==> src/sv/ctcgd_pkg.sv <==
// ----------------------------------------------------------------------------
// CTC greedy decoder package
// Shared types, constants and helpers for the decoder, its controller,
// its datapath and the mean divider.
// ----------------------------------------------------------------------------
package ctcgd_pkg;

  localparam int unsigned SCORE_W = 16;
  localparam int unsigned CLASS_W = 13;
  localparam int unsigned COUNT_W = 8;
  localparam int unsigned SUM_W   = 23;

  localparam int unsigned NUM_CLASSES_DEF = 8192;
  localparam int unsigned MAX_STEPS_DEF   = 128;

  localparam logic [SUM_W-1:0] SUM_MAX = {SUM_W{1'b1}};

  // one quotient bit per cycle
  localparam int unsigned DIV_STEPS = SUM_W;
  localparam int unsigned DIV_CNT_W = $clog2(DIV_STEPS);

  localparam logic REC_CHAR    = 1'b0;
  localparam logic REC_SUMMARY = 1'b1;

  typedef struct packed {
    logic [SCORE_W-1:0] score;
    logic [CLASS_W-1:0] class_index;
    logic               end_of_step;
    logic               end_of_sequence;
  } in_item_t;

  typedef struct packed {
    logic               record_kind;
    logic [CLASS_W-1:0] char_index;
    logic [SCORE_W-1:0] prob_value;
    logic [COUNT_W-1:0] char_count;
    logic               overflow;
    logic               last;
  } out_item_t;

  // controller to datapath
  typedef struct packed {
    logic step;
    logic load_char;
    logic div_step;
    logic load_sum;
  } cmd_t;

  // datapath to controller
  typedef struct packed {
    logic char_emit;
    logic seq_end;
    logic div_last;
  } sts_t;

  // Last class position a timestep may reach.
  function automatic logic [CLASS_W-1:0] pos_limit(input int unsigned num_classes);
    int unsigned n;
    n = (num_classes > 8192) ? 8192 : num_classes;
    return CLASS_W'(n - 1);
  endfunction

  // Ceiling of the per-sequence character count.
  function automatic logic [COUNT_W-1:0] count_cap(input int unsigned max_steps);
    int unsigned n;
    n = (max_steps > 255) ? 255 : max_steps;
    return COUNT_W'(n);
  endfunction

endpackage

==> src/sv/ctcgd_divider.sv <==
// ----------------------------------------------------------------------------
// CTC greedy decoder mean divider
// Restoring divider, one quotient bit per cycle while step is high, sum over character count.
// ----------------------------------------------------------------------------
module ctcgd_divider (
  input  logic                            clk,
  input  logic                            rst,
  input  logic                            start,
  input  logic                            step,
  input  logic [ctcgd_pkg::SUM_W-1:0]     dividend,
  input  logic [ctcgd_pkg::COUNT_W-1:0]   divisor,
  output logic [ctcgd_pkg::SUM_W-1:0]     quotient,
  output logic                            last
);

  logic [ctcgd_pkg::DIV_CNT_W-1:0] cnt;
  logic [ctcgd_pkg::SUM_W-1:0]     dvd;
  logic [ctcgd_pkg::COUNT_W-1:0]   dvs;
  logic [ctcgd_pkg::COUNT_W-1:0]   rem;
  logic [ctcgd_pkg::COUNT_W:0]     rem_shift;
  logic [ctcgd_pkg::COUNT_W:0]     rem_sub;
  logic                            ge;

  always_comb begin
    rem_shift = {rem, dvd[ctcgd_pkg::SUM_W-1]};
    rem_sub   = rem_shift - {1'b0, dvs};
    ge        = (rem_shift >= {1'b0, dvs});
  end

  assign quotient = dvd;
  assign last     = (cnt == ctcgd_pkg::DIV_CNT_W'(ctcgd_pkg::DIV_STEPS - 1));

  always_ff @(posedge clk) begin
    if (rst) begin
      cnt <= '0;
    end else if (start) begin
      cnt <= '0;
    end else if (step) begin
      cnt <= cnt + ctcgd_pkg::DIV_CNT_W'(1);
    end
  end

  // shift dividend bits out and quotient bits in
  always_ff @(posedge clk) begin
    if (start) begin
      dvd <= dividend;
      dvs <= divisor;
      rem <= '0;
    end else if (step) begin
      dvd <= {dvd[ctcgd_pkg::SUM_W-2:0], ge};
      rem <= ge ? rem_sub[ctcgd_pkg::COUNT_W-1:0] : rem_shift[ctcgd_pkg::COUNT_W-1:0];
    end
  end

endmodule

==> src/sv/ctcgd_datapath.sv <==
// ----------------------------------------------------------------------------
// CTC greedy decoder datapath
// Argmax tracking, blank and repeat removal, running sum and count,
// mode register, mean divider and the output register.
// ----------------------------------------------------------------------------
module ctcgd_datapath #(
  parameter int unsigned NUM_CLASSES = ctcgd_pkg::NUM_CLASSES_DEF,
  parameter int unsigned MAX_STEPS   = ctcgd_pkg::MAX_STEPS_DEF
) (
  input  logic                 clk,
  input  logic                 rst,
  input  logic                 cfg_wr_en,
  input  logic                 cfg_wr_data,
  input  ctcgd_pkg::in_item_t  in_data,
  input  ctcgd_pkg::cmd_t      cmd,
  output ctcgd_pkg::sts_t      sts,
  output ctcgd_pkg::out_item_t out_data
);

  localparam logic [ctcgd_pkg::CLASS_W-1:0] PosLimit = ctcgd_pkg::pos_limit(NUM_CLASSES);
  localparam logic [ctcgd_pkg::COUNT_W-1:0] CountCap = ctcgd_pkg::count_cap(MAX_STEPS);

  logic                            argmax_enable;
  logic [ctcgd_pkg::SCORE_W-1:0]   best_score, best_score_next;
  logic [ctcgd_pkg::CLASS_W-1:0]   best_class, best_class_next;
  logic [ctcgd_pkg::CLASS_W-1:0]   class_position, class_position_next;
  logic                            step_open, step_open_next;
  logic [ctcgd_pkg::CLASS_W-1:0]   previous_class, previous_class_next;
  logic                            first_step, first_step_next;
  logic [ctcgd_pkg::SUM_W-1:0]     prob_sum, prob_sum_next;
  logic [ctcgd_pkg::COUNT_W-1:0]   emit_count, emit_count_next;
  logic                            overflow_seen, overflow_seen_next;

  logic                            closed;
  logic                            drop;
  logic                            emit;
  logic [ctcgd_pkg::CLASS_W-1:0]   cls;
  logic [ctcgd_pkg::SCORE_W-1:0]   prob;
  logic [ctcgd_pkg::SUM_W:0]       sum_wide;

  logic [ctcgd_pkg::COUNT_W-1:0]   summ_count;
  logic                            summ_ovf;
  logic [ctcgd_pkg::SUM_W-1:0]     quotient;
  logic                            div_last;
  logic [ctcgd_pkg::SCORE_W-1:0]   mean;

  always_comb begin
    best_score_next     = best_score;
    best_class_next     = best_class;
    class_position_next = class_position;
    step_open_next      = step_open;
    previous_class_next = previous_class;
    first_step_next     = first_step;
    prob_sum_next       = prob_sum;
    emit_count_next     = emit_count;
    overflow_seen_next  = overflow_seen;
    closed              = 1'b0;
    emit                = 1'b0;
    cls                 = '0;
    prob                = '0;

    if (argmax_enable) begin
      if (!step_open) begin
        class_position_next = '0;
        best_score_next     = in_data.score;
        best_class_next     = '0;
        step_open_next      = 1'b1;
      end else if (class_position < PosLimit) begin
        class_position_next = class_position + ctcgd_pkg::CLASS_W'(1);
        // first maximum wins
        if (in_data.score > best_score) begin
          best_score_next = in_data.score;
          best_class_next = class_position_next;
        end
      end
      if (in_data.end_of_step || in_data.end_of_sequence) begin
        cls                 = best_class_next;
        prob                = best_score_next;
        closed              = 1'b1;
        step_open_next      = 1'b0;
        best_score_next     = '0;
        best_class_next     = '0;
        class_position_next = '0;
      end
    end else begin
      cls    = in_data.class_index;
      prob   = in_data.score;
      closed = 1'b1;
    end

    drop     = (cls == '0) || (!first_step && (cls == previous_class));
    sum_wide = {1'b0, prob_sum} + (ctcgd_pkg::SUM_W + 1)'(prob);

    if (closed) begin
      previous_class_next = cls;
      first_step_next     = 1'b0;
      if (!drop) begin
        emit = 1'b1;
        if (emit_count >= CountCap) begin
          overflow_seen_next = 1'b1;
        end else begin
          emit_count_next = emit_count + ctcgd_pkg::COUNT_W'(1);
          if (sum_wide > {1'b0, ctcgd_pkg::SUM_MAX}) begin
            prob_sum_next      = ctcgd_pkg::SUM_MAX;
            overflow_seen_next = 1'b1;
          end else begin
            prob_sum_next = sum_wide[ctcgd_pkg::SUM_W-1:0];
          end
        end
      end
    end
  end

  always_comb begin
    sts.char_emit = emit;
    sts.seq_end   = in_data.end_of_sequence;
    sts.div_last  = div_last;
  end

  ctcgd_divider u_div (
    .clk      (clk),
    .rst      (rst),
    .start    (cmd.step && in_data.end_of_sequence),
    .step     (cmd.div_step),
    .dividend (prob_sum_next),
    .divisor  (emit_count_next),
    .quotient (quotient),
    .last     (div_last)
  );

  // empty sequence gives a zero mean; clamp to Q0.16 full scale
  always_comb begin
    if (summ_count == '0) begin
      mean = '0;
    end else if (|quotient[ctcgd_pkg::SUM_W-1:ctcgd_pkg::SCORE_W]) begin
      mean = {ctcgd_pkg::SCORE_W{1'b1}};
    end else begin
      mean = quotient[ctcgd_pkg::SCORE_W-1:0];
    end
  end

  always_ff @(posedge clk) begin
    if (rst) begin
      argmax_enable  <= 1'b0;
      best_score     <= '0;
      best_class     <= '0;
      class_position <= '0;
      step_open      <= 1'b0;
      previous_class <= '0;
      first_step     <= 1'b1;
      prob_sum       <= '0;
      emit_count     <= '0;
      overflow_seen  <= 1'b0;
    end else begin
      if (cfg_wr_en) begin
        argmax_enable <= cfg_wr_data;
      end
      if (cmd.step) begin
        best_score     <= best_score_next;
        best_class     <= best_class_next;
        class_position <= class_position_next;
        step_open      <= step_open_next;
        if (in_data.end_of_sequence) begin
          // clear the sequence once its totals are in the summary path
          previous_class <= '0;
          first_step     <= 1'b1;
          prob_sum       <= '0;
          emit_count     <= '0;
          overflow_seen  <= 1'b0;
        end else begin
          previous_class <= previous_class_next;
          first_step     <= first_step_next;
          prob_sum       <= prob_sum_next;
          emit_count     <= emit_count_next;
          overflow_seen  <= overflow_seen_next;
        end
      end
    end
  end

  always_ff @(posedge clk) begin
    if (cmd.step && in_data.end_of_sequence) begin
      summ_count <= emit_count_next;
      summ_ovf   <= overflow_seen_next;
    end
    if (cmd.load_char) begin
      out_data.record_kind <= ctcgd_pkg::REC_CHAR;
      out_data.char_index  <= cls;
      out_data.prob_value  <= prob;
      out_data.char_count  <= emit_count_next;
      out_data.overflow    <= overflow_seen_next;
      out_data.last        <= !in_data.end_of_sequence;
    end else if (cmd.load_sum) begin
      out_data.record_kind <= ctcgd_pkg::REC_SUMMARY;
      out_data.char_index  <= '0;
      out_data.prob_value  <= mean;
      out_data.char_count  <= summ_count;
      out_data.overflow    <= summ_ovf;
      out_data.last        <= 1'b1;
    end
  end

endmodule

==> src/sv/ctcgd_ctrl.sv <==
// ----------------------------------------------------------------------------
// CTC greedy decoder controller
// Input and output handshakes, divider sequencing and summary hand-off.
// ----------------------------------------------------------------------------
module ctcgd_ctrl (
  input  logic            clk,
  input  logic            rst,
  input  logic            in_valid,
  output logic            in_ready,
  output logic            out_valid,
  input  logic            out_ready,
  input  ctcgd_pkg::sts_t sts,
  output ctcgd_pkg::cmd_t cmd
);

  typedef enum logic [2:0] {
    S_IDLE = 3'b001,
    S_DIV  = 3'b010,
    S_SUM  = 3'b100
  } state_t;

  state_t state, state_next;
  logic   slot_free;
  logic   accept;
  logic   out_valid_next;

  always_comb begin
    slot_free = !out_valid || out_ready;
    in_ready  = (state == S_IDLE) && slot_free;
    accept    = in_valid && in_ready;

    cmd.step      = accept;
    cmd.load_char = accept && sts.char_emit;
    cmd.div_step  = (state == S_DIV);
    cmd.load_sum  = (state == S_SUM) && slot_free;

    state_next = state;
    unique case (state)
      S_IDLE: begin
        if (accept && sts.seq_end) state_next = S_DIV;
      end
      S_DIV: begin
        if (sts.div_last) state_next = S_SUM;
      end
      S_SUM: begin
        if (slot_free) state_next = S_IDLE;
      end
      default: state_next = S_IDLE;
    endcase

    if (cmd.load_char || cmd.load_sum) begin
      out_valid_next = 1'b1;
    end else if (out_ready) begin
      out_valid_next = 1'b0;
    end else begin
      out_valid_next = out_valid;
    end
  end

  always_ff @(posedge clk) begin
    if (rst) begin
      state     <= S_IDLE;
      out_valid <= 1'b0;
    end else begin
      state     <= state_next;
      out_valid <= out_valid_next;
    end
  end

endmodule

==> src/sv/ctc_greedy_decoder_unit.sv <==
// ----------------------------------------------------------------------------
// CTC greedy decoder
// Greedy CTC decoding of a score stream: argmax per timestep or direct
// class input, blank and repeat removal, character records and a
// per-sequence summary carrying the truncated mean probability.
// ----------------------------------------------------------------------------
//
//   channel   direction  handshake              transaction
//   --------  ---------  ---------------------  ---------------------------------
//   cfg       in         cfg_wr_en              argmax_enable write, no wait
//   in        in         in_valid / in_ready    one score or one timestep
//   out       out        out_valid / out_ready  character or summary record
//
// An input transaction without end_of_sequence leaves the controller idle, and the next
// one is taken while the output register drains. An end_of_sequence transaction runs
// the restoring divider (one quotient bit a cycle), then loads the summary once the
// output slot is free; only then is the next input taken. A record waiting at the
// output holds the input until taken.
// Reset is synchronous: all sequence state to its start value, mode to direct.
//
module ctc_greedy_decoder_unit #(
  parameter int unsigned NUM_CLASSES = ctcgd_pkg::NUM_CLASSES_DEF,
  parameter int unsigned MAX_STEPS   = ctcgd_pkg::MAX_STEPS_DEF
) (
  input  logic                 clk,
  input  logic                 rst,
  input  logic                 cfg_wr_en,
  input  logic                 cfg_wr_data,
  input  logic                 in_valid,
  output logic                 in_ready,
  input  ctcgd_pkg::in_item_t  in_data,
  output logic                 out_valid,
  input  logic                 out_ready,
  output ctcgd_pkg::out_item_t out_data
);

  // command and status between sequencer and datapath
  ctcgd_pkg::cmd_t cmd;
  ctcgd_pkg::sts_t sts;

  // Sequence the handshakes: take an input while the output slot is free or
  // emptying, run the divider at sequence end, then drop the summary in.
  ctcgd_ctrl u_ctrl (
    .clk       (clk),
    .rst       (rst),
    .in_valid  (in_valid),
    .in_ready  (in_ready),
    .out_valid (out_valid),
    .out_ready (out_ready),
    .sts       (sts),
    .cmd       (cmd)
  );

  // Hold the decoding state, update it per transaction and keep the output
  // register; a record waiting in it holds the next input until it is taken.
  ctcgd_datapath #(
    .NUM_CLASSES (NUM_CLASSES),
    .MAX_STEPS   (MAX_STEPS)
  ) u_dp (
    .clk         (clk),
    .rst         (rst),
    .cfg_wr_en   (cfg_wr_en),
    .cfg_wr_data (cfg_wr_data),
    .in_data     (in_data),
    .cmd         (cmd),
    .sts         (sts),
    .out_data    (out_data)
  );

endmodule

==> config.mk <==
export PLATFORM = sky130hd
export DESIGN_NAME = ctc_greedy_decoder_unit
export DESIGN_NICKNAME = d
export VERILOG_FILES = /design/src/sv/ctcgd_pkg.sv /design/src/sv/ctcgd_divider.sv /design/src/sv/ctcgd_datapath.sv /design/src/sv/ctcgd_ctrl.sv /design/src/sv/ctc_greedy_decoder_unit.sv
export SDC_FILE = /design/constraint.sdc
export NUM_CORES = 1
export LEC_CHECK = 0
export BUFFER_PORTS_ARGS = -buffer_cell sky130_fd_sc_hd__buf_2
export CAP_MARGIN = 25
export CELL_PAD_IN_SITES_DETAIL_PLACEMENT = 1
export CELL_PAD_IN_SITES_GLOBAL_PLACEMENT = 1
export CORE_MARGIN = 2
export CORE_UTILIZATION = 51
export DETAILED_ROUTE_END_ITERATION = 16
export HOLD_SLACK_MARGIN = 0.05
export PLACE_DENSITY_LB_ADDON = 0.1
export SLEW_MARGIN = 20
export SYNTH_ARGS = -nofsm -noshare
export SYNTH_HDL_FRONTEND = slang
export SYNTH_SLANG_ARGS = --single-unit
==> constraint.sdc <==
create_clock -name clk -period 15.67 [get_ports clk]
set_input_delay 3.134 -clock clk [delete_from_list [all_inputs] [get_ports clk]]
set_output_delay 3.134 -clock clk [all_outputs]
set_load 0.01 [all_outputs]
# Yosys cells after proc, flatten, opt, wreduce, memory -nomap -nowiden
# Index checks and enable logic that the tools add are counted.
[word_totals]
in_bits = 37
out_inout_bits = 42
ff_bits = 179
word_cells = 118
[op_classes]
add_sub_neg = 5
n_lt_le_gt_ge = 5
n_mux = 51
reduce_logical = 25
n_eq_ne = 9
[ops]
columns = ["operator", "n"]
rows = [
  ["23-bit two-way mux", 7],
  ["13-bit two-way mux", 11],
  ["16-bit two-way mux", 8],
  ["39-bit two-way mux", 2],
  ["8-bit two-way mux", 5],
  ["23-bit by 16-bit adder with 24-bit output", 1],
  ["24-bit by 23-bit greater-than comparator with 1-bit output (second input constant)", 1],
  ["16-bit greater-than comparator", 1],
  ["1-bit two-way mux", 14],
  ["13-bit by 1-bit adder with 13-bit output (second input constant)", 1],
  ["13-bit == test", 1],
  ["13-bit logical NOT", 1],
  ["13-bit < comparator (second input constant)", 1],
  ["9-bit by 8-bit greater-or-equal comparator with 1-bit output", 1],
  ["3-bit two-way mux", 3],
  ["3-bit case mux with 3 select lines", 1],
  ["8-bit by 1-bit adder with 8-bit output (second input constant)", 1],
  ["8-bit greater-or-equal comparator (second input constant)", 1],
  ["8-bit logical NOT", 1],
  ["2-bit nonzero test", 4],
  ["8-bit subtractor", 1],
  ["7-bit OR reduction", 1],
  ["1-bit logical AND", 6],
  ["2-bit by 1-bit != test with 1-bit output (second input constant)", 3],
  ["11 further kinds", 18],
]

# Logic depth before layout (Yosys ltp)
# Gate-level depths: netlist (run 1).
[logic_depth]
depth_word = 14
depth_mapped = 25
ltp_nobuf = 22

# Modules after synthesis
# A second synthesis (run 1) with hierarchy kept.
[hier_totals]
cells_unflattened = 1231
area_unflattened_um2 = 10990.5
[by_module_without_submodules]
columns = ["module", "n_inst", "seq_area_each_um2", "area_each_um2", "cells_per_inst"]
rows = [
  ["ctcgd_datapath", 1, 3263.1, 8503.2, 1014],
  ["ctcgd_divider", 1, 1191.1, 2239.6, 190],
  ["ctcgd_ctrl", 1, 80.1, 247.7, 27],
]

# Worst setup path before layout (run 1)
# Ideal clock, no wire load.
[synth_path]
path_kind = "input to register"
startpoint = "input in_data[30] (netlist name)"
endpoint = "register u_dp.out_data[0] (netlist name)"
arrival_ns = 7.531
required_time_ns = 14.928
slack_ns = 7.397
setup_time_ns = 0.742
stages = 14
path_buffers = 3
cell_sequence = "ha_1 > nand4_1 > or3_1 > a21o_1 > a31oi_4 > mux2i_1 > o22ai_1 > or4_1 > or4_1 > buf_6 > nand4_1 > buf_2 > buf_2 > o21ai_0"
[synth_between]
elab_chain_cells = 13
word_cells_on_any_way = 14
classes_between = "1 x order compare; 1 x eq/ne; 7 x mux; 5 x reduce/logical"
[synth_rtl]
columns = ["element", "line", "source"]
rows = [
  ["start: declaration", "ctc_greedy_decoder_unit.sv:31", "input ctcgd_pkg::in_item_t in_data,"],
  ["16-bit greater-than comparator *", "ctcgd_datapath.sv:71", "if (in_data.score > best_score) begin"],
  ["13-bit two-way mux *", "ctcgd_datapath.sv:71", ""],
  ["13-bit two-way mux *", "ctcgd_datapath.sv:68", "end else if (class_position < PosLimit) begin"],
  ["13-bit two-way mux *", "ctcgd_datapath.sv:63", "if (!step_open) begin"],
  ["13-bit two-way mux *", "ctcgd_datapath.sv:76", "if (in_data.end_of_step || in_data.end_of_sequence) begin"],
  ["13-bit two-way mux *", "ctcgd_datapath.sv:62", "if (argmax_enable) begin"],
  ["13-bit == test", "ctcgd_datapath.sv:91", "drop = (cls == '0) || (!first_step && (cls == previous_class));"],
  ["1-bit logical AND", "ctcgd_datapath.sv:91", ""],
  ["1-bit logical OR *", "ctcgd_datapath.sv:91", ""],
  ["1-bit two-way mux *", "ctcgd_datapath.sv:97", "if (!drop) begin"],
  ["1-bit two-way mux *", "ctcgd_datapath.sv:94", "if (closed) begin"],
  ["1-bit logical AND *", "ctcgd_ctrl.sv:33", "cmd.load_char = accept && sts.char_emit;"],
  ["2-bit nonzero test (no line) *", "-", ""],
]
# Mark *: on every way between the ends. The rest lies on a longest branch, timed or not.
# A chain may end at the register's enable or synchronous reset.

# Worst setup path after layout (run 1)
[layout_path]
startpoint = "input in_data[30] (netlist name)"
endpoint = "register u_dp.u_div.dvd, in the netlist u_dp.u_div.quotient[22] (data pin)"
[layout_between]
elab_chain_cells = 13
word_cells_on_any_way = 22
classes_between = "1 x add/sub; 2 x order compare; 1 x eq/ne; 15 x mux; 3 x reduce/logical"
[layout_rtl]
columns = ["element", "line", "source"]
rows = [
  ["16-bit greater-than comparator", "ctcgd_datapath.sv:71", ""],
  ["16-bit two-way mux", "ctcgd_datapath.sv:71", ""],
  ["16-bit two-way mux", "ctcgd_datapath.sv:68", ""],
  ["16-bit two-way mux", "ctcgd_datapath.sv:63", ""],
  ["16-bit two-way mux", "ctcgd_datapath.sv:76", ""],
  ["16-bit two-way mux", "ctcgd_datapath.sv:62", ""],
  ["23-bit by 16-bit adder with 24-bit output", "ctcgd_datapath.sv:92", "sum_wide = {1'b0, prob_sum} + (ctcgd_pkg::SUM_W + 1)'(prob);"],
  ["24-bit by 23-bit greater-than comparator with 1-bit output", "ctcgd_datapath.sv:103", "if (sum_wide > {1'b0, ctcgd_pkg::SUM_MAX}) begin"],
  ["23-bit two-way mux", "ctcgd_datapath.sv:103", ""],
  ["23-bit two-way mux", "ctcgd_datapath.sv:99", "if (emit_count >= CountCap) begin"],
  ["23-bit two-way mux *", "ctcgd_datapath.sv:97", ""],
  ["23-bit two-way mux *", "ctcgd_datapath.sv:94", ""],
  ["23-bit two-way mux *", "ctcgd_divider.sv:45", "if (start) begin"],
  ["end signal: assignment", "ctcgd_divider.sv:46", "dvd <= dividend;"],
  ["end signal: assignment", "ctcgd_divider.sv:50", "dvd <= {dvd[ctcgd_pkg::SUM_W-2:0], ge};"],
  ["end: declaration", "ctcgd_divider.sv:17", "logic [ctcgd_pkg::SUM_W-1:0] dvd;"],
]
# Marks and branches as above.

==> metrics.yaml, run 1 <==
grtUsageTotal: 0.2839
required_ps: 15850
drv_slew: 0
yosysMostFrequentCell: "nand2_1"
comb_power_share: 0.135
num_vias: 9023
hold_path.startpoint: "u_dp.first_step"
synth_top_cells_by_area: "dfxtp_1 (21%), edfxtp_1 (21%), ha_1 (5.7%)"
clkPwrFrac: 0.402
grt_pass1_vias: 8875
netlist_instances: 1147
clk_latency_ps: 430
design.portCount: 79
cp_max_fo: 23
ff2ff_path_depth: 22
die_x_um: 146.6
wire_per_inst_um: 20.45
worst_slew_pin_slew_ps: 970.0
r2r-start: "u_dp.best_score[15]"
numCtsBuffers: 17
cp-start-kind: "input port"
slew_headroom: 0.3498
overflow: 0
finalHoldViolCount: 0
p_int_w: 0.0008165
path_clk_slew_ps: 70
synth_area_sq_um: 10370
grt_pass1_wl_um: 48580
fmax_mhz: 114.9
finalNetCount: 1280
outcome: "finished, final reports clean"
ys_types: 78
syn-num-nets: 1233
routed_wl_um: 30210
avgViaCountPerCell: 6.109
dpl.cell_count: 1445
place.gp.congestion: 0.9219
vdd_drop_max_uv: 66.53
yosys_register_bits: 179
drtIter0Drc: 603
pwr-share-seq: 0.462
cts_root_buffer: "clkbuf_16"
skew_ps: 9.634
holdWs_ps: 476.7
ys.flop_type: "dfxtp_1"
synthArstFlopShare: 0
switching_power_w: 0.0003038
sw_frac_of_total: 0.2712
maxCapViolCount: 0
ctsResizeCount: 0
yosysTopAreaCellShare: 0.2086
clock_path_buffers: 2
ys_seq_area_frac: 0.4142
cts.sinks: 179
hold_path_class: "flip-flop to flip-flop"
post_cts_buffers: 0
synthTopCellsByCount: "nand2_1 (127), dfxtp_1 (108), nor2_1 (103)"
cts_tree: "built"
io_buffers: 78
antenna_cells: 0
tns_ps: 0
dieArea_sq_um: 21480
power-per-cell-area_nw_per_um2: 97.45
rows: 52
die_y_um: 146.6
synth.avg_cell_area_sq_um: 9.038
arrival_ps: 8880
holdBufCountCts: 0
start_util: 0.5156
fin_cells: 1477
grt_max_degree: 65
worstSetupPathType: "input port to flip-flop"
antenna_left: 0
setup_violations: 0
period_minus_slack_ps: 8701
endpoint_kind: "flip-flop"
htreeDepth: 4
dr.pass1.iters: 5
yosysWarningCount: 0
synth_area_leader_cell: "dfxtp_1"
finalPower_w: 0.001120
area_growth_pct: 10.90
reg2reg_to: "u_dp.u_div.quotient[22]"
n_fill_cell: 2348
synth_edf_count: 71
p_leak_nw: 4.463
hold_depth: 2
post-route-period-util: 0.5553
route.detailed.drc: 0
hold_path_end: "u_dp.first_step"
worst-r2r-setup-slack_ps: 9370
rsz0062_at_grt: "false"
core-area_sq_um: 20100
final_layout_size_suffix_gt1_frac: 0.1218
antenna_found_initial: 2
dp_hpwl_um: 21160
## layout make-up
| class | instances | area, sq um | area share |
|---|---|---|---|
| multi-input combinational | 853 | 5569 | 0.4844 |
| timing repair buffer | 90 | 491.7 | 0.04277 |
| inverter | 53 | 198.9 | 0.01731 |
| sequential | 179 | 4294 | 0.3735 |
| clock buffer | 18 | 429.2 | 0.03733 |
| tap | 270 | 337.8 | 0.02939 |
| clock inverter | 14 | 175.2 | 0.01524 |
## sequential cells by signal, summed over array words and instances, names as in the netlist, 3 cells and up
signal / cells
u_dp.summ_count: 8
u_dp.out_data: 40
u_dp.u_div.quotient: 23
u_dp.emit_count: 8
u_dp.u_div.rem: 8
u_dp.u_div.cnt: 5
u_dp.best_class: 13
u_dp.previous_class: 13
u_dp.prob_sum: 23
u_dp.best_score: 16
u_dp.class_position: 13
u_ctrl.state: 3
## stage by stage
step                cell area, sq um  utilization  setup WS [ps]
floorplan                      10370            -           7397
global placement               10860       0.5401           6882
detailed placement             10890       0.5418           6656
CTS                            11500       0.5718           6995
global route                   11500       0.5718           6578
finish                         11500       0.5718           6969
## power groups by stage
stage               clock network, W  logic [W]  registers (W)
finish                      0.000450   0.000152       0.000518
global route                0.000476   0.000168       0.000520
CTS                         0.000458   0.000152       0.000518
detailed placement                 0   0.000149       0.000528
global placement                   0   0.000144       0.000527
floorplan                          0  0.0000996       0.000531
## worst max path at each step
stage | from | slack [ps] | cells after the start | to
4_1_cts | in_data[30] | 7000 | 22 | u_dp.u_div.quotient[22]
2_1_floorplan | in_data[30] | 7400 | 14 | u_dp.out_data[0]
6_report | in_data[30] | 6970 | 22 | u_dp.u_div.quotient[22]
3_5_place_dp | in_data[30] | 6660 | 22 | u_dp.u_div.quotient[22]
5_1_grt | in_data[30] | 6580 | 21 | u_dp.prob_sum[22]
3_3_place_gp | in_data[30] | 6880 | 22 | u_dp.u_div.quotient[22]
## logic make-up (layout without fill, tap and decap cells)
group	count (synthesis)	count (layout)	synth area share
adders and majority gates	49	49	0.06059
DFF	179	179	0.4142
AOI/OAI and AO/OA	313	313	0.2069
muxes	38	38	0.03754
buffers and inverters	115	175	0.05166
xor gates and xnor gates	42	42	0.03549
and+or+nand+nor	411	411	0.1936
## layer usage
layer  vias to the layer above  global-route usage  routed length, um
met2                       251              0.4639              14280
li1                       4276                   -                  -
met5                         -                   0                  7
met1                      4461              0.3935              13700
met4                         2             0.06019                388
met3                        33             0.05625               1830
## cell usage in the layout, fill, tap and decap left out, types with 8 or more instances in the layout
master,Yosys,layout
a21oi_1,56,56
buf_2,11,78
or4_1,10,10
edfxtp_1,71,71
o311ai_0,9,9
nor2_1,103,103
nand2_1,127,126
nor3_1,18,15
a21o_1,8,8
xnor2_1,23,23
nand2b_1,23,23
a22o_1,32,32
dfxtp_1,108,108
nor2b_1,21,21
nand4_1,18,18
buf_4,3,10
ha_1,47,47
mux2i_1,31,31
o21ai_0,59,58
nor4_1,9,9
inv_1,53,53
o21ai_1,16,16
o21a_1,21,21
nand3_1,43,43
a22oi_1,45,45
clkbuf_16,0,17
xor2_1,19,19
## critical path, stage by stage
cell     delay [ps]
buf_2           120
ha_1            330
nand4_1         140
or3_1           410
a21o_1          200
a31oi_4         720
nor2_1           90
buf_4           240
a22o_1          280
ha_1            220
fa_1            420
a21o_1          170
a21oi_1         290
o21ai_0         220
or4_1           460
a31oi_1         320
o21ai_0         150
o21ai_0         250
nor2_1          120
nand3_1         190
nor3_1           80
a221o_1         330
Note: power is estimated with default switching activity, not from simulation.
==> run 2: changes to the inputs <==
- CORE_UTILIZATION: 51 -> 47
- clock period: 15.67 -> 9 ns (I/O delays scaled with it)
==> run 2 against run 1 <==
Worst setup slack got worse by 5100 ps. Clock-buffer cell count increased by 2. Sequential power increased by 74%. Worst hold slack got worse by 24 ps. Clock skew increased by 3.6 ps. Cell count increased by 0.88%. Critical path type unchanged. Largest power group unchanged. Critical endpoint unchanged.
==> metrics.yaml, run 2 (synthesized netlist as in run 1, its figures left out) <==
outcome: "finished, final reports clean"
holdBufCountCts: 0
power-per-cell-area_nw_per_um2: 167.8
final_layout_size_suffix_gt1_frac: 0.1249
rows: 54
period_minus_slack_ps: 7090
dpl.cell_count: 1455
antenna_found_initial: 2
area_growth_pct: 10.96
cts_tree: "built"
grtUsageTotal: 0.2615
finalHoldViolCount: 0
cts.sinks: 179
core-area_sq_um: 21760
place.gp.congestion: 0.9268
design.portCount: 79
rsz0062_at_grt: "false"
die_y_um: 152.5
avgViaCountPerCell: 6.014
required_ps: 9180
pwr-share-seq: 0.468
post_cts_buffers: 0
die_x_um: 152.5
numCtsBuffers: 17
fmax_mhz: 141.0
hold_path_class: "flip-flop to flip-flop"
arrival_ps: 7270
maxCapViolCount: 0
cp-start-kind: "input port"
clock_path_buffers: 2
post-route-period-util: 0.7878
drtIter0Drc: 492
dr.pass1.iters: 5
tns_ps: 0
cts_root_buffer: "clkbuf_16"
num_vias: 8961
grt_max_degree: 65
skew_ps: 13.24
largest_register_ffs: 40
grt_pass1_vias: 9002
fin_cells: 1490
vdd_drop_max_uv: 116.6
clkPwrFrac: 0.398
io_buffers: 78
start_util: 0.4765
cp_slowest_stage_delay_ps: 460
grt_pass1_wl_um: 49180
ctsResizeCount: 0
comb_power_share: 0.134
switching_power_w: 0.0005339
worst_slew_pin_slew_ps: 932.4
final_common_cell: "nand2_1"
sw_frac_of_total: 0.2766
htreeDepth: 4
worstSetupPathType: "input port to flip-flop"
setup_violations: 0
clk_latency_ps: 440
drv_slew: 0
dieArea_sq_um: 23260
endpoint_kind: "flip-flop"
p_leak_nw: 4.460
finalNetCount: 1282
cp_max_fo: 23
path_clk_slew_ps: 70
regMostFlops: "u_dp.out_data"
cp_common_cell: "o21ai_0"
antenna_left: 0
dp_hpwl_um: 21230
final_cell_mix: "nand2_1 (125), dfxtp_1 (108), nor2_1 (103)"
path_cells: "buf_2 > ha_1 > nand4_1 > or3_1 > a21o_1 > a31oi_4 > buf_4 > nor2_1 > buf_4 > a22o_1 > ha_1 > fa_1 > a21o_1 > a21oi_1 > o21ai_0 > or4_1 > a31oi_1 > o21ai_0 > o21ai_0 > nor2_1 > nand3_1 > nor3_1 > a221o_1"
crit_slowest_cell: "or4_1"
overflow: 0
slew_headroom: 0.3777
route.detailed.drc: 0
wire_per_inst_um: 20.36
p_int_w: 0.001396
routed_wl_um: 30330
==> run 2: changes by cell type in the layout (fill, tap and decap cells not counted), sizes merged <==
cell	before	now
clkbuf	18	21
clkinvlp	1	3
diode	0	1
buf	90	91
inv	59	57
bufinv	3	1
==> run 2: final timing paths <==
path / from / to / slack [ps] / cells after the start
max: in_data[30] / u_dp.u_div.quotient[22] / 1910 / 23
min: u_dp.first_step / u_dp.first_step / 450 / 2
max reg2reg: u_dp.best_score[15] / u_dp.u_div.quotient[22] / 2990 / 23
min reg2reg: u_dp.first_step / u_dp.first_step / 450 / 2
==> run 2: cell type report <==
| class | instances | area [sq um] |
|---|---|---|
| fillers | 2592 | 10250 |
| multi-input cells | 853 | 5565 |
| flip-flops and latches | 179 | 4294 |
| repair buffers | 92 | 495.5 |
| clock buffers | 20 | 478.0 |
| well taps | 280 | 350.3 |
| inverters | 53 | 198.9 |
| clock inverters | 12 | 117.6 |
| diodes | 1 | 2.502 |
==> run 2: power groups by stage <==
| stage | combinational [W] | sequential (W) | clock [W] |
|---|---|---|---|
| 6_report | 0.000260 | 0.000903 | 0.000767 |
| 5_1_grt | 0.000288 | 0.000907 | 0.000811 |
| 4_1_cts | 0.000261 | 0.000903 | 0.000780 |
| 3_5_place_dp | 0.000258 | 0.000921 | 0 |
| 3_3_place_gp | 0.000251 | 0.000920 | 0 |
| 2_1_floorplan | 0.000173 | 0.000924 | 0 |
==> run 2: worst max-delay path, delay by kind of cell <==
family	cells	cell delay (ps)
compound gates	10	2350
fa+ha+maj	3	950
buf+inv	3	660
simple gates	7	1500
==> run 2: metal layers <==
metal,track usage,part of all wire,up-vias,wire length [um]
met5,0,0.00046,-,14
met4,0.07011,0.014,2,428
met3,0.03925,0.036,37,1096
met2,0.4176,0.47,174,14140
met1,0.3726,0.48,4455,14650
li1,-,-,4293,-
==> run 2: stage by stage <==
step	power [W]	util	setup WS, ps	cell area [sq um]	hold slack, ps
after global routing	0.002006	0.5286	1468	11500	494.2
after detailed placement	0.001179	0.5005	1494	10890	445.6
after CTS	0.001943	0.5279	1928	11480	456.1
final	0.001930	0.5287	1910	11500	453.0
after floorplan	0.001097	-	2061	10370	415.7
after global placement	0.001171	0.5002	1586	10880	445.2
